**config.mk**
```make
export PLATFORM = sky130hd
export DESIGN_NAME = looping_melody_tone_sequencer_flat
export DESIGN_NICKNAME = d
export VERILOG_FILES = /design/src/design/lmts_pkg.sv /design/src/design/lmts_if.sv /design/src/design/lmts_ram.sv /design/src/design/looping_melody_tone_sequencer.sv /design/src/flat_wrapper.sv
export SDC_FILE = /design/constraint.sdc
export NUM_CORES = 1
export LEC_CHECK = 0
export BUFFER_PORTS_ARGS = -buffer_cell sky130_fd_sc_hd__buf_2
export CORE_UTILIZATION = 51
export CTS_BUF_LIST = sky130_fd_sc_hd__clkbuf_4 sky130_fd_sc_hd__clkbuf_8
export DETAILED_ROUTE_END_ITERATION = 10
export HOLD_SLACK_MARGIN = 0.06
export PLACE_DENSITY = 0.68
export SETUP_SLACK_MARGIN = 0.4
export SLEW_MARGIN = 25
export SYNTH_ARGS = -nofsm -noshare
export SYNTH_HDL_FRONTEND = slang
export SYNTH_SLANG_ARGS = --single-unit
```
**constraint.sdc**
```tcl
create_clock -name clk -period 10 [get_ports clk]
set_input_delay 1.5 -clock clk [delete_from_list [all_inputs] [get_ports clk]]
set_output_delay 1.5 -clock clk [all_outputs]
set_load 0.01 [all_outputs]
```
**src/design/lmts_pkg.sv**
```systemverilog
package lmts_pkg;

    // field widths
    localparam int unsigned SEL_W  = 2;
    localparam int unsigned HZ_W   = 10;
    localparam int unsigned MS_W   = 11;
    localparam int unsigned NOTE_W = 6;
    localparam int unsigned CMP_W  = 8;

    // defaults for the top level parameters
    localparam int unsigned CLOCK_HZ_DEF = 16000000;
    localparam int unsigned PRESCALE_DEF = 256;
    localparam int unsigned GAP_MS_DEF   = 40;

    // the whole sequencer state is one ram entry
    localparam int unsigned STATE_DEPTH = 1;

    // request function codes
    localparam logic FUNC_TICK = 1'b0;
    localparam logic FUNC_LOOP = 1'b1;

    typedef enum logic [SEL_W-1:0] {
        MEL_MOVING   = 2'd0,
        MEL_DOOR     = 2'd1,
        MEL_OBSTACLE = 2'd2
    } melody_t;

    typedef enum logic [1:0] {
        ST_IDLE,
        ST_EXEC,
        ST_DIV,
        ST_DONE
    } seq_state_t;

    typedef struct packed {
        logic              looping;
        logic              gap_phase;
        logic [NOTE_W-1:0] note_position;
        logic [MS_W-1:0]   remaining_ms;
        logic              tone_on;
        logic [CMP_W-1:0]  tone_compare;
    } state_rec_t;

    localparam state_rec_t REC_RESET = '0;

    localparam logic [NOTE_W-1:0] MOVE_LEN    = 6'd18;
    localparam logic [NOTE_W-1:0] DOOR_LEN    = 6'd10;
    localparam logic [NOTE_W-1:0] OBST_LEN    = 6'd52;
    localparam logic [NOTE_W-1:0] MAX_MEL_LEN = OBST_LEN;

    localparam logic [HZ_W-1:0] MOVE_HZ [18] = '{
        10'd659, 10'd622, 10'd659, 10'd622, 10'd659, 10'd494, 10'd587, 10'd523, 10'd440,
        10'd220, 10'd262, 10'd330, 10'd440, 10'd494, 10'd165, 10'd208, 10'd247, 10'd330
    };
    localparam logic [MS_W-1:0] MOVE_MS [18] = '{
        11'd250, 11'd250, 11'd250, 11'd250, 11'd250, 11'd250, 11'd250, 11'd250, 11'd500,
        11'd250, 11'd250, 11'd250, 11'd500, 11'd500, 11'd250, 11'd250, 11'd250, 11'd500
    };

    localparam logic [HZ_W-1:0] DOOR_HZ [10] = '{
        10'd659, 10'd587, 10'd370, 10'd415, 10'd554,
        10'd494, 10'd294, 10'd330, 10'd494, 10'd440
    };
    localparam logic [MS_W-1:0] DOOR_MS [10] = '{
        11'd175, 11'd175, 11'd350, 11'd350, 11'd175,
        11'd175, 11'd350, 11'd350, 11'd175, 11'd725
    };

    localparam logic [HZ_W-1:0] OBST_HZ [52] = '{
        10'd740, 10'd740, 10'd659, 10'd440, 10'd494, 10'd587, 10'd494,
        10'd659, 10'd659, 10'd587, 10'd554, 10'd494, 10'd440, 10'd494, 10'd587, 10'd494,
        10'd587, 10'd659, 10'd554, 10'd494, 10'd440, 10'd440, 10'd440,
        10'd659, 10'd587, 10'd440, 10'd494, 10'd587, 10'd494,
        10'd740, 10'd740, 10'd659, 10'd440, 10'd494, 10'd587, 10'd494,
        10'd880, 10'd554, 10'd587, 10'd554, 10'd494, 10'd440, 10'd494, 10'd587, 10'd494,
        10'd587, 10'd659, 10'd554, 10'd494, 10'd440, 10'd440, 10'd440
    };
    localparam logic [MS_W-1:0] OBST_MS [52] = '{
        11'd395, 11'd395, 11'd789, 11'd132, 11'd132, 11'd132, 11'd132,
        11'd395, 11'd395, 11'd395, 11'd132, 11'd395, 11'd132, 11'd132, 11'd132, 11'd132,
        11'd526, 11'd263, 11'd395, 11'd132, 11'd263, 11'd263, 11'd263,
        11'd526, 11'd1053, 11'd132, 11'd132, 11'd132, 11'd132,
        11'd395, 11'd395, 11'd789, 11'd132, 11'd132, 11'd132, 11'd132,
        11'd526, 11'd263, 11'd395, 11'd132, 11'd263, 11'd132, 11'd132, 11'd132, 11'd132,
        11'd526, 11'd263, 11'd395, 11'd132, 11'd526, 11'd263, 11'd263
    };

    // the unused select code plays the moving melody
    function automatic melody_t mel_index(input logic [SEL_W-1:0] sel);
        melody_t m;
        unique case (sel)
            MEL_DOOR:     m = MEL_DOOR;
            MEL_OBSTACLE: m = MEL_OBSTACLE;
            default:      m = MEL_MOVING;
        endcase
        return m;
    endfunction

    function automatic logic [NOTE_W-1:0] mel_len(input melody_t m);
        logic [NOTE_W-1:0] len;
        unique case (m)
            MEL_DOOR:     len = DOOR_LEN;
            MEL_OBSTACLE: len = OBST_LEN;
            default:      len = MOVE_LEN;
        endcase
        return len;
    endfunction

    function automatic logic [HZ_W-1:0] mel_hz(input melody_t m, input logic [NOTE_W-1:0] pos);
        logic [HZ_W-1:0] hz;
        hz = '0;
        unique case (m)
            MEL_DOOR:     if (pos < DOOR_LEN) hz = DOOR_HZ[pos[3:0]];
            MEL_OBSTACLE: if (pos < OBST_LEN) hz = OBST_HZ[pos];
            default:      if (pos < MOVE_LEN) hz = MOVE_HZ[pos[4:0]];
        endcase
        return hz;
    endfunction

    function automatic logic [MS_W-1:0] mel_ms(input melody_t m, input logic [NOTE_W-1:0] pos);
        logic [MS_W-1:0] ms;
        ms = '0;
        unique case (m)
            MEL_DOOR:     if (pos < DOOR_LEN) ms = DOOR_MS[pos[3:0]];
            MEL_OBSTACLE: if (pos < OBST_LEN) ms = OBST_MS[pos];
            default:      if (pos < MOVE_LEN) ms = MOVE_MS[pos[4:0]];
        endcase
        return ms;
    endfunction

endpackage

```
**src/design/lmts_if.sv**
```systemverilog
interface lmts_cfg_if;
    logic                        valid;
    logic                        ready;
    logic [lmts_pkg::SEL_W-1:0]  melody_select;

    modport source (output valid, output melody_select, input ready);
    modport sink   (input valid, input melody_select, output ready);
endinterface

interface lmts_req_if;
    logic valid;
    logic ready;
    logic func;
    logic loop_on;

    modport source (output valid, output func, output loop_on, input ready);
    modport sink   (input valid, input func, input loop_on, output ready);
endinterface

interface lmts_rsp_if;
    logic                        valid;
    logic                        ready;
    logic                        tone_on;
    logic [lmts_pkg::CMP_W-1:0]  tone_cmp;
    logic                        in_gap;
    logic [lmts_pkg::NOTE_W-1:0] current_note;
    logic [lmts_pkg::MS_W-1:0]   phase_left_ms;

    modport source (
        output valid, output tone_on, output tone_cmp, output in_gap,
        output current_note, output phase_left_ms, input ready
    );
    modport sink (
        input valid, input tone_on, input tone_cmp, input in_gap,
        input current_note, input phase_left_ms, output ready
    );
endinterface

```
**src/design/lmts_ram.sv**
```systemverilog
module lmts_ram #(
    parameter int unsigned WIDTH = 8,
    parameter int unsigned DEPTH = 1,
    localparam int unsigned AW = (DEPTH > 1) ? $clog2(DEPTH) : 1
) (
    input  logic             clk,
    input  logic             we,
    input  logic [AW-1:0]    waddr,
    input  logic [WIDTH-1:0] wdata,
    input  logic             re,
    input  logic [AW-1:0]    raddr,
    output logic [WIDTH-1:0] rdata
);

    logic [WIDTH-1:0] mem [DEPTH];

    always_ff @(posedge clk)
    begin
        if (we)
        begin
            mem[waddr] <= wdata;
        end
        if (re)
        begin
            rdata <= mem[raddr];
        end
    end

endmodule

```
**src/design/looping_melody_tone_sequencer.sv**
```systemverilog
// looping melody tone sequencer
//
// plays one of three fixed melodies in a loop, stepped by one millisecond
// ticks, and reports the tone timer setting after every request beat
// - cfg: melody_select write; accepted only while the block is idle, it picks
//   the melody and clears the sequencer state
// - req: func 0 is a 1 ms tick, func 1 turns the loop on or off from loop_on
// - rsp: one beat per request beat with tone_on, tone_cmp, in_gap,
//   current_note and phase_left_ms as they stand after the request
// sequence: an accepted request beat reads the ram, EXEC forms the new state
// and DONE loads the response into the output register once it is free; a
// request that starts a sounding note first runs the serial divider in DIV,
// one quotient bit per cycle; a request is taken only while idle, so one is
// in flight at a time, and the next request beat is taken as soon as the
// response is in the output register, even while rsp is stalled
// the state sits in a one-entry synchronous ram, read on acceptance and
// written back when the response is loaded
// reset: melody 0, loop off, tone off; the ram entry reads as cleared state
// a stalled rsp holds its beat, the next result waits and req stalls
module looping_melody_tone_sequencer #(
    parameter int unsigned CLOCK_HZ = lmts_pkg::CLOCK_HZ_DEF,
    parameter int unsigned PRESCALE = lmts_pkg::PRESCALE_DEF,
    parameter int unsigned GAP_MS   = lmts_pkg::GAP_MS_DEF
) (
    input  logic               clk,
    input  logic               rst_n,
    lmts_cfg_if.sink           cfg,
    lmts_req_if.sink           req,
    lmts_rsp_if.source         rsp
);

    // divider sizing: dividend is the clock rate, divisor is 2*prescale*hz
    localparam int unsigned DVD_W = $clog2(CLOCK_HZ + 1);
    localparam int unsigned DSR_W = $clog2(2 * PRESCALE) + lmts_pkg::HZ_W;
    localparam int unsigned CNT_W = (DVD_W > 1) ? $clog2(DVD_W) : 1;
    localparam int unsigned AW    = (lmts_pkg::STATE_DEPTH > 1) ?
                                    $clog2(lmts_pkg::STATE_DEPTH) : 1;
    localparam int unsigned REC_W = $bits(lmts_pkg::state_rec_t);
    localparam int unsigned CMP_W = lmts_pkg::CMP_W;
    localparam int unsigned NOTE_W = lmts_pkg::NOTE_W;

    localparam logic [DVD_W-1:0] DIVIDEND     = DVD_W'(CLOCK_HZ);
    localparam logic [DSR_W-1:0] TWO_PRESCALE = DSR_W'(2 * PRESCALE);
    localparam logic [lmts_pkg::MS_W-1:0] GAP_LEN = lmts_pkg::MS_W'(GAP_MS);
    localparam logic [CNT_W-1:0] CNT_TOP      = CNT_W'(DVD_W - 1);

    lmts_pkg::seq_state_t state_reg, state_next;

    logic [lmts_pkg::SEL_W-1:0] melody_reg, melody_next;
    logic                       func_reg, func_next;
    logic                       en_reg, en_next;
    logic                       rec_valid_reg, rec_valid_next;

    lmts_pkg::state_rec_t work_reg, work_next;

    // serial divider, the partial remainder always stays below the divisor
    logic [DSR_W-1:0] dsr_reg, dsr_next;
    logic [DSR_W-1:0] rem_reg, rem_next;
    logic [CMP_W-1:0] quo_reg, quo_next;
    logic             sat_reg, sat_next;
    logic [CNT_W-1:0] cnt_reg, cnt_next;

    // output register
    logic                 rsp_valid_reg, rsp_valid_next;
    lmts_pkg::state_rec_t rsp_rec_reg, rsp_rec_next;

    // state ram
    logic             ram_we;
    logic             ram_re;
    logic [REC_W-1:0] ram_rdata;

    // exec stage terms
    lmts_pkg::state_rec_t   cur;
    lmts_pkg::state_rec_t   upd;
    lmts_pkg::melody_t      mel;
    logic [NOTE_W-1:0]      mel_length;
    logic [NOTE_W-1:0]      pos_pre;
    logic [NOTE_W:0]        pos_inc;
    logic [NOTE_W-1:0]      note_pos;
    logic [lmts_pkg::HZ_W-1:0] note_hz;
    logic                   start_note;
    logic                   need_div;
    logic [lmts_pkg::MS_W-1:0] rem_dec;

    // divider step terms
    logic [DSR_W:0]   shifted;
    logic             q_bit;
    logic [CMP_W-1:0] q_shift;
    logic             sat_step;
    logic [CMP_W-1:0] q_clamped;

    logic cfg_fire;
    logic req_fire;
    logic rsp_free;

    assign cfg.ready = (state_reg == lmts_pkg::ST_IDLE);
    // a config write wins over a request in the same cycle
    assign req.ready = (state_reg == lmts_pkg::ST_IDLE) && !cfg.valid;
    assign cfg_fire  = cfg.valid && cfg.ready;
    assign req_fire  = req.valid && req.ready;
    assign rsp_free  = !rsp_valid_reg || rsp.ready;

    lmts_ram #(
        .WIDTH (REC_W),
        .DEPTH (lmts_pkg::STATE_DEPTH)
    ) u_state_ram (
        .clk   (clk),
        .we    (ram_we),
        .waddr (AW'(0)),
        .wdata (work_reg),
        .re    (ram_re),
        .raddr (AW'(0)),
        .rdata (ram_rdata)
    );

    // next state of the sequencer record for the accepted request
    always_comb
    begin
        cur        = rec_valid_reg ? lmts_pkg::state_rec_t'(ram_rdata) : lmts_pkg::REC_RESET;
        upd        = cur;
        mel        = lmts_pkg::mel_index(melody_reg);
        mel_length = lmts_pkg::mel_len(mel);
        pos_pre    = cur.note_position;
        pos_inc    = {1'b0, cur.note_position} + {{NOTE_W{1'b0}}, 1'b1};
        start_note = 1'b0;
        need_div   = 1'b0;
        rem_dec    = cur.remaining_ms - lmts_pkg::MS_W'(1);

        if (func_reg == lmts_pkg::FUNC_LOOP)
        begin
            if (en_reg != cur.looping)
            begin
                upd.looping = en_reg;
                if (!en_reg)
                begin
                    upd.gap_phase     = 1'b0;
                    upd.note_position = '0;
                    upd.remaining_ms  = '0;
                    upd.tone_on       = 1'b0;
                    upd.tone_compare  = '0;
                end
                else
                begin
                    pos_pre    = '0;
                    start_note = 1'b1;
                end
            end
        end
        else if (cur.looping && (cur.remaining_ms != '0))
        begin
            upd.remaining_ms = rem_dec;
            if (rem_dec == '0)
            begin
                if (cur.gap_phase)
                begin
                    // advance with wrap at the melody length
                    pos_pre    = (pos_inc >= {1'b0, mel_length}) ?
                                 '0 : pos_inc[NOTE_W-1:0];
                    start_note = 1'b1;
                end
                else
                begin
                    upd.tone_on      = 1'b0;
                    upd.tone_compare = '0;
                    upd.gap_phase    = 1'b1;
                    upd.remaining_ms = GAP_LEN;
                end
            end
        end

        // an index past the melody end plays note 0
        note_pos = (pos_pre >= mel_length) ? '0 : pos_pre;
        note_hz  = lmts_pkg::mel_hz(mel, note_pos);

        if (start_note)
        begin
            upd.note_position = note_pos;
            upd.gap_phase     = 1'b0;
            upd.remaining_ms  = lmts_pkg::mel_ms(mel, note_pos);
            upd.tone_compare  = '0;
            if (note_hz == '0)
            begin
                // rest note, tone stays off for its duration
                upd.tone_on = 1'b0;
            end
            else
            begin
                upd.tone_on = 1'b1;
                need_div    = 1'b1;
            end
        end
    end

    // one restoring division step per cycle, quotient saturates at 8 bits
    always_comb
    begin
        shifted   = {rem_reg, DIVIDEND[cnt_reg]};
        q_bit     = (shifted >= {1'b0, dsr_reg});
        q_shift   = {quo_reg[CMP_W-2:0], q_bit};
        sat_step  = sat_reg || quo_reg[CMP_W-1];
        // clamp to 1..255, then minus one
        q_clamped = sat_step ? {CMP_W{1'b1}} :
                    ((q_shift == '0) ? CMP_W'(1) : q_shift);
    end

    always_comb
    begin
        state_next     = state_reg;
        melody_next    = melody_reg;
        func_next      = func_reg;
        en_next        = en_reg;
        rec_valid_next = rec_valid_reg;
        work_next      = work_reg;
        dsr_next       = dsr_reg;
        rem_next       = rem_reg;
        quo_next       = quo_reg;
        sat_next       = sat_reg;
        cnt_next       = cnt_reg;
        rsp_valid_next = rsp_valid_reg && !rsp.ready;
        rsp_rec_next   = rsp_rec_reg;
        ram_we         = 1'b0;
        ram_re         = 1'b0;

        unique case (state_reg)
            lmts_pkg::ST_IDLE:
            begin
                if (cfg_fire)
                begin
                    // new melody, the stored state reads as cleared again
                    melody_next    = cfg.melody_select;
                    rec_valid_next = 1'b0;
                end
                else if (req_fire)
                begin
                    func_next  = req.func;
                    en_next    = req.loop_on;
                    ram_re     = 1'b1;
                    state_next = lmts_pkg::ST_EXEC;
                end
            end
            lmts_pkg::ST_EXEC:
            begin
                work_next = upd;
                dsr_next  = DSR_W'(note_hz) * TWO_PRESCALE;
                rem_next  = '0;
                quo_next  = '0;
                sat_next  = 1'b0;
                cnt_next  = CNT_TOP;
                state_next = need_div ? lmts_pkg::ST_DIV : lmts_pkg::ST_DONE;
            end
            lmts_pkg::ST_DIV:
            begin
                rem_next = q_bit ? DSR_W'(shifted - {1'b0, dsr_reg}) : shifted[DSR_W-1:0];
                quo_next = q_shift;
                sat_next = sat_step;
                if (cnt_reg == '0)
                begin
                    work_next.tone_compare = q_clamped - CMP_W'(1);
                    state_next             = lmts_pkg::ST_DONE;
                end
                else
                begin
                    cnt_next = cnt_reg - CNT_W'(1);
                end
            end
            lmts_pkg::ST_DONE:
            begin
                if (rsp_free)
                begin
                    ram_we         = 1'b1;
                    rec_valid_next = 1'b1;
                    rsp_valid_next = 1'b1;
                    rsp_rec_next   = work_reg;
                    state_next     = lmts_pkg::ST_IDLE;
                end
            end
            default:
            begin
                state_next = lmts_pkg::ST_IDLE;
            end
        endcase
    end

    always_ff @(posedge clk or negedge rst_n)
    begin
        if (!rst_n)
        begin
            state_reg     <= lmts_pkg::ST_IDLE;
            melody_reg    <= lmts_pkg::MEL_MOVING;
            rec_valid_reg <= 1'b0;
            rsp_valid_reg <= 1'b0;
        end
        else
        begin
            state_reg     <= state_next;
            melody_reg    <= melody_next;
            rec_valid_reg <= rec_valid_next;
            rsp_valid_reg <= rsp_valid_next;
        end
    end

    // payload and datapath registers
    always_ff @(posedge clk)
    begin
        func_reg    <= func_next;
        en_reg      <= en_next;
        work_reg    <= work_next;
        dsr_reg     <= dsr_next;
        rem_reg     <= rem_next;
        quo_reg     <= quo_next;
        sat_reg     <= sat_next;
        cnt_reg     <= cnt_next;
        rsp_rec_reg <= rsp_rec_next;
    end

    assign rsp.valid         = rsp_valid_reg;
    assign rsp.tone_on       = rsp_rec_reg.tone_on;
    assign rsp.tone_cmp      = rsp_rec_reg.tone_on ? rsp_rec_reg.tone_compare : '0;
    assign rsp.in_gap        = rsp_rec_reg.gap_phase;
    assign rsp.current_note  = rsp_rec_reg.note_position;
    assign rsp.phase_left_ms = rsp_rec_reg.remaining_ms;

endmodule

```
**src/flat_wrapper.sv**
```systemverilog
// flat-port wrapper written by rule: the top's interface ports become plain ports
module looping_melody_tone_sequencer_flat 
#(
    parameter int unsigned CLOCK_HZ = lmts_pkg::CLOCK_HZ_DEF,
    parameter int unsigned PRESCALE = lmts_pkg::PRESCALE_DEF,
    parameter int unsigned GAP_MS   = lmts_pkg::GAP_MS_DEF
)
  (clk, rst_n, cfg_valid, cfg_melody_select, cfg_ready, req_valid, req_func, req_loop_on, req_ready, rsp_valid, rsp_tone_on, rsp_tone_cmp, rsp_in_gap, rsp_current_note, rsp_phase_left_ms, rsp_ready);
  lmts_cfg_if cfg_i ();
  lmts_req_if req_i ();
  lmts_rsp_if rsp_i ();
  input  logic clk;
  input  logic rst_n;
  input wire logic [$bits(cfg_i.valid)-1:0] cfg_valid;
  input wire logic [$bits(cfg_i.melody_select)-1:0] cfg_melody_select;
  output wire logic [$bits(cfg_i.ready)-1:0] cfg_ready;
  input wire logic [$bits(req_i.valid)-1:0] req_valid;
  input wire logic [$bits(req_i.func)-1:0] req_func;
  input wire logic [$bits(req_i.loop_on)-1:0] req_loop_on;
  output wire logic [$bits(req_i.ready)-1:0] req_ready;
  output wire logic [$bits(rsp_i.valid)-1:0] rsp_valid;
  output wire logic [$bits(rsp_i.tone_on)-1:0] rsp_tone_on;
  output wire logic [$bits(rsp_i.tone_cmp)-1:0] rsp_tone_cmp;
  output wire logic [$bits(rsp_i.in_gap)-1:0] rsp_in_gap;
  output wire logic [$bits(rsp_i.current_note)-1:0] rsp_current_note;
  output wire logic [$bits(rsp_i.phase_left_ms)-1:0] rsp_phase_left_ms;
  input wire logic [$bits(rsp_i.ready)-1:0] rsp_ready;
  assign cfg_i.valid = cfg_valid;
  assign cfg_i.melody_select = cfg_melody_select;
  assign cfg_ready = cfg_i.ready;
  assign req_i.valid = req_valid;
  assign req_i.func = req_func;
  assign req_i.loop_on = req_loop_on;
  assign req_ready = req_i.ready;
  assign rsp_valid = rsp_i.valid;
  assign rsp_tone_on = rsp_i.tone_on;
  assign rsp_tone_cmp = rsp_i.tone_cmp;
  assign rsp_in_gap = rsp_i.in_gap;
  assign rsp_current_note = rsp_i.current_note;
  assign rsp_phase_left_ms = rsp_i.phase_left_ms;
  assign rsp_i.ready = rsp_ready;
  looping_melody_tone_sequencer #(.CLOCK_HZ(CLOCK_HZ), .PRESCALE(PRESCALE), .GAP_MS(GAP_MS)) u_core (.clk(clk), .rst_n(rst_n), .cfg(cfg_i), .req(req_i), .rsp(rsp_i));
endmodule
```
==> results.json, run 1 <==
{
  "p_leak_nw": 3.806,
  "fmax_mhz": 127.1,
  "synthFlopType": "edfxtp_1",
  "overflow": 0,
  "synth_cells": 981,
  "port_buffers": 38,
  "synth_edf_count": 129,
  "whs_endpoint": "u_core.rsp.phase_left_ms[2]",
  "wl_met3_um": 2656,
  "synth_top_area_cell": "edfxtp_1",
  "cts-root-buf": "clkbuf_8",
  "yosysUniqueCellTypes": 87,
  "rows": 49,
  "hp-start": "u_core.work_reg[11]",
  "start_util_pct": 52.13,
  "maxSlewViolCount": 0,
  "start_kind": "register",
  "final_area_mm2": 0.01003,
  "syn_area_mm2": 0.009397,
  "whs_path_depth": 0,
  "clkLatencyLatePin_ns": 0.46,
  "fin_crit_ns": 7.870,
  "max_stage_delay_ns": 0.51,
  "syn2layout_area_growth_pct": 6.725,
  "numCtsBuffers": 17,
  "antenna_found_initial": 0,
  "ant_nets": 0,
  "worst-r2r-cell-count": 28,
  "grt_max_degree": 47,
  "critPathCaptureType": "register",
  "place_area_mm2": 0.009623,
  "synth-async-reset-ratio_pct": 4.412,
  "fin_crit_sh_pct": 78.70,
  "dpl.hpwl_um": 19450,
  "cts.sinks": 136,
  "postCtsHoldBufs": 0,
  "via_per_inst": 6.726,
  "finalWirelength_um": 27680,
  "grt_pass1_wl_um": 42310,
  "r2r-end": "u_core.work_reg[8]",
  "syn_avg_cell_area_um2": 9.579,
  "synth.area.top_cells": "edfxtp_1 41%, ha_1 5.7%, nand2_1 3.4%",
  "worstHoldPathType": "reg2reg",
  "cp_data_required_time_ns": 10.18,
  "cap_violations": 0,
  "num_io_pins": 39,
  "clkTransAtPathRegs_ns": 0.08,
  "ir_drop_v": 0.0001650,
  "final_hold_viol_count": 0,
  "synthTopCellsByCount": "129 x edfxtp_1, 86 x nand2_1, 69 x nor2_1",
  "coreArea_mm2": 0.01802,
  "crit_type": "reg2reg",
  "ys_seq_elements": 136,
  "maxSlewHeadroom_pct": 23.93,
  "arrival_ns": 8.05,
  "track_usage_pct": 29.90,
  "r2r_slack_ns": 2.13,
  "nNetsFinal": 1033,
  "final.setup.worst_slack_ns": 2.130,
  "drt_iter0_drc": 1198,
  "p_total_mw": 3.539,
  "path_max_fanout": 46,
  "syn_nets": 1034,
  "final-setup-viol-count": 0,
  "yosys.cell_count.top_type": "edfxtp_1",
  "skew_ns": 0.01784,
  "gp_congestion": 1.005,
  "dr_wl_met2_um": 12130,
  "post_cts_buffers": 0,
  "htree_levels": 4,
  "wl_met1_um": 11720,
  "power.density_mw_per_mm2": 352.9,
  "pre_cts_slack_ns": 2.382,
  "top_layer_used": "met4",
  "die-area_mm2": 0.01897,
  "diodes": 0,
  "synth_top_cell_area_share_pct": 41.23,
  "wl_per_cell_um": 22.65,
  "layout-drive-gt1-share_pct": 12.49,
  "cts_tree": "done",
  "worst_pin_slew_ns": 1.131,
  "rsz0062_at_grt": "no",
  "grt_pass1_vias": 7495,
  "cts_resized": 0,
  "first_pass_iters": 6,
  "slowest_stage": "nor4_4",
  "tns_ns": 0,
  "drc": 0,
  "die_h_um": 137.7,
  "status": "finished, final reports clean",
  "fp.dieW_um": 137.7,
  "cts.path.max_buffers": 2,
  "rr_startpoint": "u_core.rec_valid_reg",
  "synth-seq-area-share_pct": 43.04,
  "num_vias": 8219,
  "ys_warn_count": 0
}
[metal layers]
layer / up-vias / track usage [%]
li1: 3705 / -
met1: 3886 / 40.99
met2: 530 / 44.33
met3: 98 / 6.144
met4: 0 / 15.40
met5: - / 0
[critical path: cells and delay by family (launching register included)]
| family | cells | cell delay (ns) |
|---|---|---|
| compound gates | 11 | 2.26 |
| buf+inv | 6 | 1.50 |
| fa+ha+maj | 3 | 1.02 |
| flops | 1 | 0.50 |
| simple gates | 8 | 2.30 |
[worst max-delay path by stage]
stage	from	to
global route	u_core.rec_valid_reg	u_core.work_reg[8]
finish	u_core.rec_valid_reg	u_core.work_reg[8]
detailed placement	u_core.rec_valid_reg	u_core.work_reg[8]
CTS	u_core.rec_valid_reg	u_core.work_reg[8]
global placement	u_core.rec_valid_reg	u_core.work_reg[8]
floorplan	u_core.rec_valid_reg	u_core.work_reg[8]
[per-stage QoR]
| step | hold slack, ns | instances | util (%) |
|---|---|---|---|
| finish | 0.4145 | 1222 | 55.64 |
| global route | 0.4271 | 1222 | 55.64 |
| CTS | 0.4190 | 1222 | 55.62 |
| detailed placement | 0.4045 | 1190 | 53.39 |
| global placement | 0.4014 | 1190 | 53.39 |
| floorplan | 0.4003 | 981 | - |
[where the power goes]
part	leakage (nW)	switching [mW]	internal, mW
Combinational	2.30	1.30	0.689
Clock	0.196	0.236	0.227
Sequential	1.31	0.117	0.966
Total	3.81	1.66	1.88
[cell families (layout without fill, tap and decap cells)]
family,count (synthesis),in the layout,share of synthesized area [%]
XOR/XNOR,18,18,1.678
AND/OR/NAND/NOR,336,336,18.64
adder cells (fa/ha/maj),44,44,5.939
AO/OA/AOI/OAI,309,309,22.84
flip-flops,136,136,43.04
multiplexers,17,17,1.878
buffers and inverters,121,133,5.992
[cell usage in the layout (no fill, tap or decap), types with 21 or more instances in the layout]
| master | n |
|---|---|
| edfxtp_1 | 129 |
| a21oi_1 | 62 |
| a21o_1 | 24 |
| nand2_1 | 86 |
| nor2_1 | 69 |
| ha_1 | 42 |
| and2_1 | 33 |
| nand3_1 | 41 |
| buf_2 | 38 |
| o21ai_0 | 59 |
| inv_1 | 39 |
| a31oi_1 | 21 |
[layout make-up]
| type | count | area (um^2) |
|---|---|---|
| fillers | 1580 | 7996 |
| multi-input cells | 724 | 4795 |
| flip-flops and latches | 136 | 4044 |
| repair buffers | 57 | 332.8 |
| well taps | 229 | 286.5 |
| clock buffers | 17 | 234.0 |
| clock inverters | 15 | 168.9 |
| inverters | 44 | 167.7 |
No activity file was read; power rests on OpenSTA's default activity.
==> inputs of run 2 (changes only) <==
--- a/config.mk
+++ b/config.mk
@@ -5,12 +5,13 @@
 export SDC_FILE = /design/constraint.sdc
 export NUM_CORES = 1
 export LEC_CHECK = 0
+export ABC_AREA = 1
 export BUFFER_PORTS_ARGS = -buffer_cell sky130_fd_sc_hd__buf_2
 export CORE_UTILIZATION = 51
 export CTS_BUF_LIST = sky130_fd_sc_hd__clkbuf_4 sky130_fd_sc_hd__clkbuf_8
 export DETAILED_ROUTE_END_ITERATION = 10
 export HOLD_SLACK_MARGIN = 0.06
-export PLACE_DENSITY = 0.68
+export PLACE_DENSITY = 0.71
 export SETUP_SLACK_MARGIN = 0.4
 export SLEW_MARGIN = 25
 export SYNTH_ARGS = -nofsm -noshare
==> constraint.sdc (replaced) <==
create_clock -name clk -period 6.5 [get_ports clk]
set_input_delay 0.975 -clock clk [delete_from_list [all_inputs] [get_ports clk]]
set_output_delay 0.975 -clock clk [all_outputs]
set_load 0.01 [all_outputs]
==> results.json, run 2 <==
{
  "status": "finished, final reports clean",
  "power.switching_mw": 2.802,
  "cp_common_cell": "nand2_1",
  "cts_tree": "done",
  "r2r-end": "u_core.work_reg[8]",
  "yosys.cell_count.top_type": "nand2_1",
  "syn_nets": 1194,
  "syn2layout_area_growth_pct": 9.646,
  "numCtsBuffers": 17,
  "clock_power_share_pct": 12.1,
  "gp_congestion": 1.029,
  "syn_area_mm2": 0.009261,
  "grt_max_degree": 48,
  "rr_startpoint": "u_core.rec_valid_reg",
  "finalWirelength_um": 25400,
  "port_buffers": 38,
  "synthTopCellsByCount": "288 x nand2_1, 138 x inv_1, 129 x edfxtp_1",
  "rsz0062_at_grt": "no",
  "fill_cells": 1625,
  "synth.area.top_cells": "edfxtp_1 42%, nand2_1 12%, ha_1 5.8%",
  "cell_internal_pwr_mw": 2.898,
  "worstHoldPathType": "in2async",
  "cts.path.max_buffers": 2,
  "fin_crit_ns": 5.702,
  "nNetsFinal": 1230,
  "pre_cts_slack_ns": 0.6273,
  "track_usage_pct": 27.59,
  "syn_avg_cell_area_um2": 8.117,
  "cts.sinks": 136,
  "ant_nets": 0,
  "p_leak_nw": 4.688,
  "p_comb_share_pct": 58.7,
  "ys_seq_elements": 136,
  "drc": 0,
  "slowest_stage": "dfrtp_2",
  "skew_ns": 0.01375,
  "die_h_um": 136.8,
  "start_util_pct": 52.81,
  "cap_violations": 0,
  "r2r_slack_ns": 0.80,
  "start_kind": "register",
  "fin_crit_sh_pct": 87.72,
  "final_core_util_pct": 57.91,
  "overflow": 0,
  "final.setup.worst_slack_ns": 0.7983,
  "grt_pass1_vias": 7455,
  "mostFrequentLayoutCells": "281 x nand2_1, 132 x inv_1, 129 x edfxtp_1, 84 x o21ai_0, 83 x nor2_1",
  "clkLatencyLatePin_ns": 0.45,
  "num_io_pins": 39,
  "drt_iter0_drc": 1084,
  "cp_data_required_time_ns": 6.70,
  "ir_drop_v": 0.0002169,
  "switching_share_pct": 49.16,
  "critPathCaptureType": "register",
  "rows": 48,
  "path_max_fanout": 7,
  "diodes": 0,
  "maxSlewViolCount": 0,
  "yosysUniqueCellTypes": 58,
  "fp.dieW_um": 136.8,
  "p_seq_share_pct": 29.2,
  "power.density_mw_per_mm2": 561.4,
  "crit_type": "reg2reg",
  "num_vias": 8281,
  "worst-r2r-cell-count": 36,
  "worst_pin_slew_ns": 0.8931,
  "layout_commonest_cell": "nand2_1",
  "final_hold_viol_count": 0,
  "synth-async-reset-ratio_pct": 4.412,
  "max_stage_delay_ns": 0.46,
  "clkTransAtPathRegs_ns": 0.08,
  "arrival_ns": 5.90,
  "antenna_found_initial": 0,
  "synth_top_cell_area_share_pct": 41.83,
  "maxSlewHeadroom_pct": 40.00,
  "postCtsHoldBufs": 0,
  "tns_ns": 0,
  "via_per_inst": 5.852,
  "fmax_mhz": 175.4,
  "die-area_mm2": 0.01870,
  "first_pass_iters": 6,
  "crit_start": "u_core.rec_valid_reg",
  "synth_top_area_cell": "edfxtp_1",
  "cp-endpoint": "u_core.work_reg[8]",
  "ys_warn_count": 0,
  "coreArea_mm2": 0.01754,
  "synth-seq-area-share_pct": 43.66,
  "grt_pass1_wl_um": 39030,
  "cts-root-buf": "clkbuf_8",
  "synth_cells": 1141,
  "dpl.hpwl_um": 18130,
  "htree_levels": 4,
  "synth_edf_count": 129,
  "layout-drive-gt1-share_pct": 15.04,
  "wl_per_cell_um": 17.95,
  "final-setup-viol-count": 0,
  "synthFlopType": "edfxtp_1"
}
## run 2: final cells by class
| type | count | area [um^2] | area share (%) |
|---|---|---|---|
| clock buffer | 19 | 249.0 | 2.452 |
| clock inverter | 13 | 142.6 | 1.405 |
| inverter | 152 | 576.8 | 5.680 |
| multi-input combinational | 801 | 4420 | 43.53 |
| sequential | 136 | 4045 | 39.84 |
| tap | 225 | 281.5 | 2.772 |
| timing repair buffer | 69 | 439.2 | 4.325 |
## run 2: how the worst min path moves through the flow
stage	slack [ns]	to	start	cells past startpoint
3_5_place_dp	0.40	u_core.u_state_ram.mem[0][26]	u_core.work_reg[26]	0
2_1_floorplan	0.40	u_core.rsp.current_note[0]	u_core.work_reg[20]	0
6_report	0.36	u_core.rsp.valid	rst_n	1
5_1_grt	0.35	u_core.rsp.valid	rst_n	1
3_3_place_gp	0.40	u_core.rsp_rec_reg[0]	u_core.work_reg[0]	0
4_1_cts	0.35	u_core.rsp.valid	rst_n	1
## run 2: through the flow
step | total power, mW | instance area (um^2) | instances | hold WS [ns]
2_1_floorplan | 3.996 | 9261 | 1141 | 0.4003
3_3_place_gp | 4.791 | 9530 | 1366 | 0.4008
3_5_place_dp | 4.787 | 9530 | 1366 | 0.4045
4_1_cts | 5.493 | 9922 | 1398 | 0.3450
5_1_grt | 6.110 | 10150 | 1415 | 0.3491
6_report | 5.701 | 10150 | 1415 | 0.3571
## run 2: cells by family (layout without fill, tap and decap cells)
logic type | Yosys count | in the layout | synth area share, %
buffers and inverters | 206 | 253 | 9.903
adders and majority gates | 44 | 44 | 6.025
DFF | 136 | 136 | 43.66
AOI/OAI and AO/OA | 211 | 211 | 13.08
xor gates and xnor gates | 16 | 16 | 1.513
and+or+nand+nor | 528 | 530 | 25.82
## run 2: power groups by stage
stage	combinational [mW]	sequential [mW]	clock, mW
3_5_place_dp	3.11	1.68	0
5_1_grt	3.68	1.70	0.734
6_report	3.35	1.67	0.689
3_3_place_gp	3.12	1.67	0
4_1_cts	3.13	1.66	0.702
2_1_floorplan	2.38	1.62	0
## run 2: critical path, delay by kind of cell (launching register included)
kind / cells / cell delay, ns
simple gates: 20 / 2.36
flops: 1 / 0.46
buf+inv: 7 / 0.75
compound gates: 5 / 0.84
fa+ha+maj: 4 / 1.03
## run 2: per-layer routing
| metal | track usage [%] | share of wire, % |
|---|---|---|
| met5 | 0 | 0 |
| met4 | 11.17 | 4.1 |
| met3 | 4.444 | 9.0 |
| met2 | 41.79 | 43 |
| met1 | 39.12 | 44 |
## run 2: repair_timing
item | in CTS | in global routing
resized for setup | 0 | 31
endpoints found under the setup margin | 0 | 9
buffers inserted | 0 | 15
==> inputs of run 3 (changes only) <==
--- a/config.mk
+++ b/config.mk
@@ -11,9 +11,10 @@
 export CTS_BUF_LIST = sky130_fd_sc_hd__clkbuf_4 sky130_fd_sc_hd__clkbuf_8
 export DETAILED_ROUTE_END_ITERATION = 10
 export HOLD_SLACK_MARGIN = 0.06
-export PLACE_DENSITY = 0.71
+export PLACE_DENSITY = 0.7
 export SETUP_SLACK_MARGIN = 0.4
 export SLEW_MARGIN = 25
 export SYNTH_ARGS = -nofsm -noshare
 export SYNTH_HDL_FRONTEND = slang
+export SYNTH_HIERARCHICAL = 1
 export SYNTH_SLANG_ARGS = --single-unit
==> results.json, run 3 <==
{
  "final_area_mm2": 0.01104,
  "num_io_pins": 39,
  "maxSlewViolCount": 0,
  "cp_top_family": "simple AND/OR/NAND/NOR gates",
  "hold_ws_ns": 0.3392,
  "fmax_mhz": 175.4,
  "p_total_mw": 5.608,
  "skew_ns": 0.01317,
  "switching_share_pct": 47.25,
  "via_per_inst": 5.839,
  "final_core_util_pct": 56.74,
  "p_leak_nw": 4.960,
  "arrival_ns": 5.91,
  "slowest_stage": "dfrtp_2",
  "diodes": 0,
  "final-setup-viol-count": 0,
  "final.setup.worst_slack_ns": 0.7987,
  "status": "finished, final reports clean",
  "crit_type": "reg2reg",
  "start_util_pct": 52.00,
  "clkLatencyLatePin_ns": 0.47,
  "nNetsFinal": 1252,
  "drc": 0,
  "syn2layout_area_growth_pct": 9.111,
  "cap_violations": 0,
  "p_comb_share_pct": 51.7,
  "worst_pin_slew_ns": 0.8533,
  "tns_ns": 0,
  "rows": 51,
  "syn_area_mm2": 0.01012,
  "coreArea_mm2": 0.01946,
  "power.switching_mw": 2.650,
  "drt_iter0_drc": 1287,
  "grt_pass1_vias": 7868,
  "numCtsBuffers": 17,
  "power.density_mw_per_mm2": 507.8,
  "final_hold_viol_count": 0,
  "layout-drive-gt1-share_pct": 15.07,
  "dp.cells": 1431,
  "finalWirelength_um": 27960,
  "finalNonFillerCells": 1479,
  "start_kind": "register",
  "syn_nets": 1218,
  "layout_commonest_cell": "nand2_1",
  "cp_data_required_time_ns": 6.71,
  "cts.path.max_buffers": 2,
  "die_h_um": 142.9,
  "mostFrequentLayoutCells": "270 x nand2_1, 156 x edfxtp_1, 144 x inv_1, 87 x o21ai_0, 73 x a21oi_1",
  "cts-root-buf": "clkbuf_8",
  "port_buffers": 38,
  "p_seq_share_pct": 35.0,
  "grt_pass1_wl_um": 43100,
  "clock_power_share_pct": 13.3,
  "gp_congestion": 1.110,
  "track_usage_pct": 28.15,
  "synth_cells": 1167,
  "path_max_fanout": 13,
  "overflow": 0,
  "cts.sinks": 163,
  "fin_crit_ns": 5.701,
  "rsz0062_at_grt": "no",
  "clkTransAtPathRegs_ns": 0.10,
  "place_area_mm2": 0.01041,
  "cts_tree": "done",
  "grt_max_degree": 48,
  "path_buf_inv": 7,
  "die-area_mm2": 0.02041,
  "maxSlewHeadroom_pct": 42.90,
  "pre_cts_slack_ns": 0.2082,
  "dpl.hpwl_um": 20040,
  "num_vias": 8636,
  "wl_per_cell_um": 18.90,
  "ir_drop_v": 0.0002408,
  "ys_warn_count": 6,
  "htree_levels": 4,
  "antenna_found_initial": 0,
  "worstHoldPathType": "in2async",
  "first_pass_iters": 7,
  "fin_crit_sh_pct": 87.71,
  "fill_cells": 1757,
  "postCtsHoldBufs": 0,
  "cell_internal_pwr_mw": 2.958,
  "critPathCaptureType": "register",
  "syn_avg_cell_area_um2": 8.673,
  "fp.dieW_um": 142.9,
  "ant_nets": 0,
  "max_stage_delay_ns": 0.48,
  "cp_common_cell": "nand2_1"
}
==> run 3: path summary, 6_finish.rpt <==
check / startpoint / to / slack [ns] / depth (start not counted)
min: rst_n / u_core/rsp.valid / 0.34 / 1
min in group clk: u_core/work_reg[27] / u_core/u_state_ram/mem[0][27] / 0.41 / 0
max in group asynchronous: rst_n / u_core/rec_valid_reg / 5.96 / 1
max: u_core/rec_valid_reg / u_core/work_reg[8] / 0.80 / 36
max reg2reg: u_core/rec_valid_reg / u_core/work_reg[8] / 0.80 / 36
min reg2reg: u_core/work_reg[27] / u_core/u_state_ram/mem[0][27] / 0.41 / 0
==> run 3: repair_timing <==
action | CTS | global route
pin swaps | 0 | 4
endpoints found under the setup margin | 3 | 16
buffers inserted | 0 | 15
gates cloned | 0 | 1
resized for setup | 2 | 25
==> run 3: area by class of cell <==
type	count	area, um^2	area share [%]
well taps	265	331.6	3.002
multi-input cells	793	4404	39.88
inverters	159	609.3	5.518
repair buffers	67	427.9	3.875
clock inverters	15	180.2	1.632
flip-flops and latches	163	4856	43.97
clock buffers	17	234.0	2.119
==> run 3: power by group through the flow <==
stage / Combinational (mW) / Sequential [mW] / Clock (mW)
6_report: 2.90 / 1.96 / 0.744
5_1_grt: 3.19 / 2.01 / 0.798
4_1_cts: 2.74 / 1.96 / 0.767
3_5_place_dp: 2.71 / 1.98 / 0
3_3_place_gp: 2.72 / 1.98 / 0
2_1_floorplan: 2.05 / 1.92 / 0
==> run 3: routing by layer <==
| layer | vias to the layer above | global-route usage (%) | share of wire, % |
|---|---|---|---|
| li1 | 4041 | - | - |
| met1 | 4059 | 39.35 | 44 |
| met2 | 449 | 42.57 | 45 |
| met3 | 87 | 4.661 | 7.6 |
| met4 | 0 | 13.24 | 3.9 |
| met5 | - | 0 | 0 |
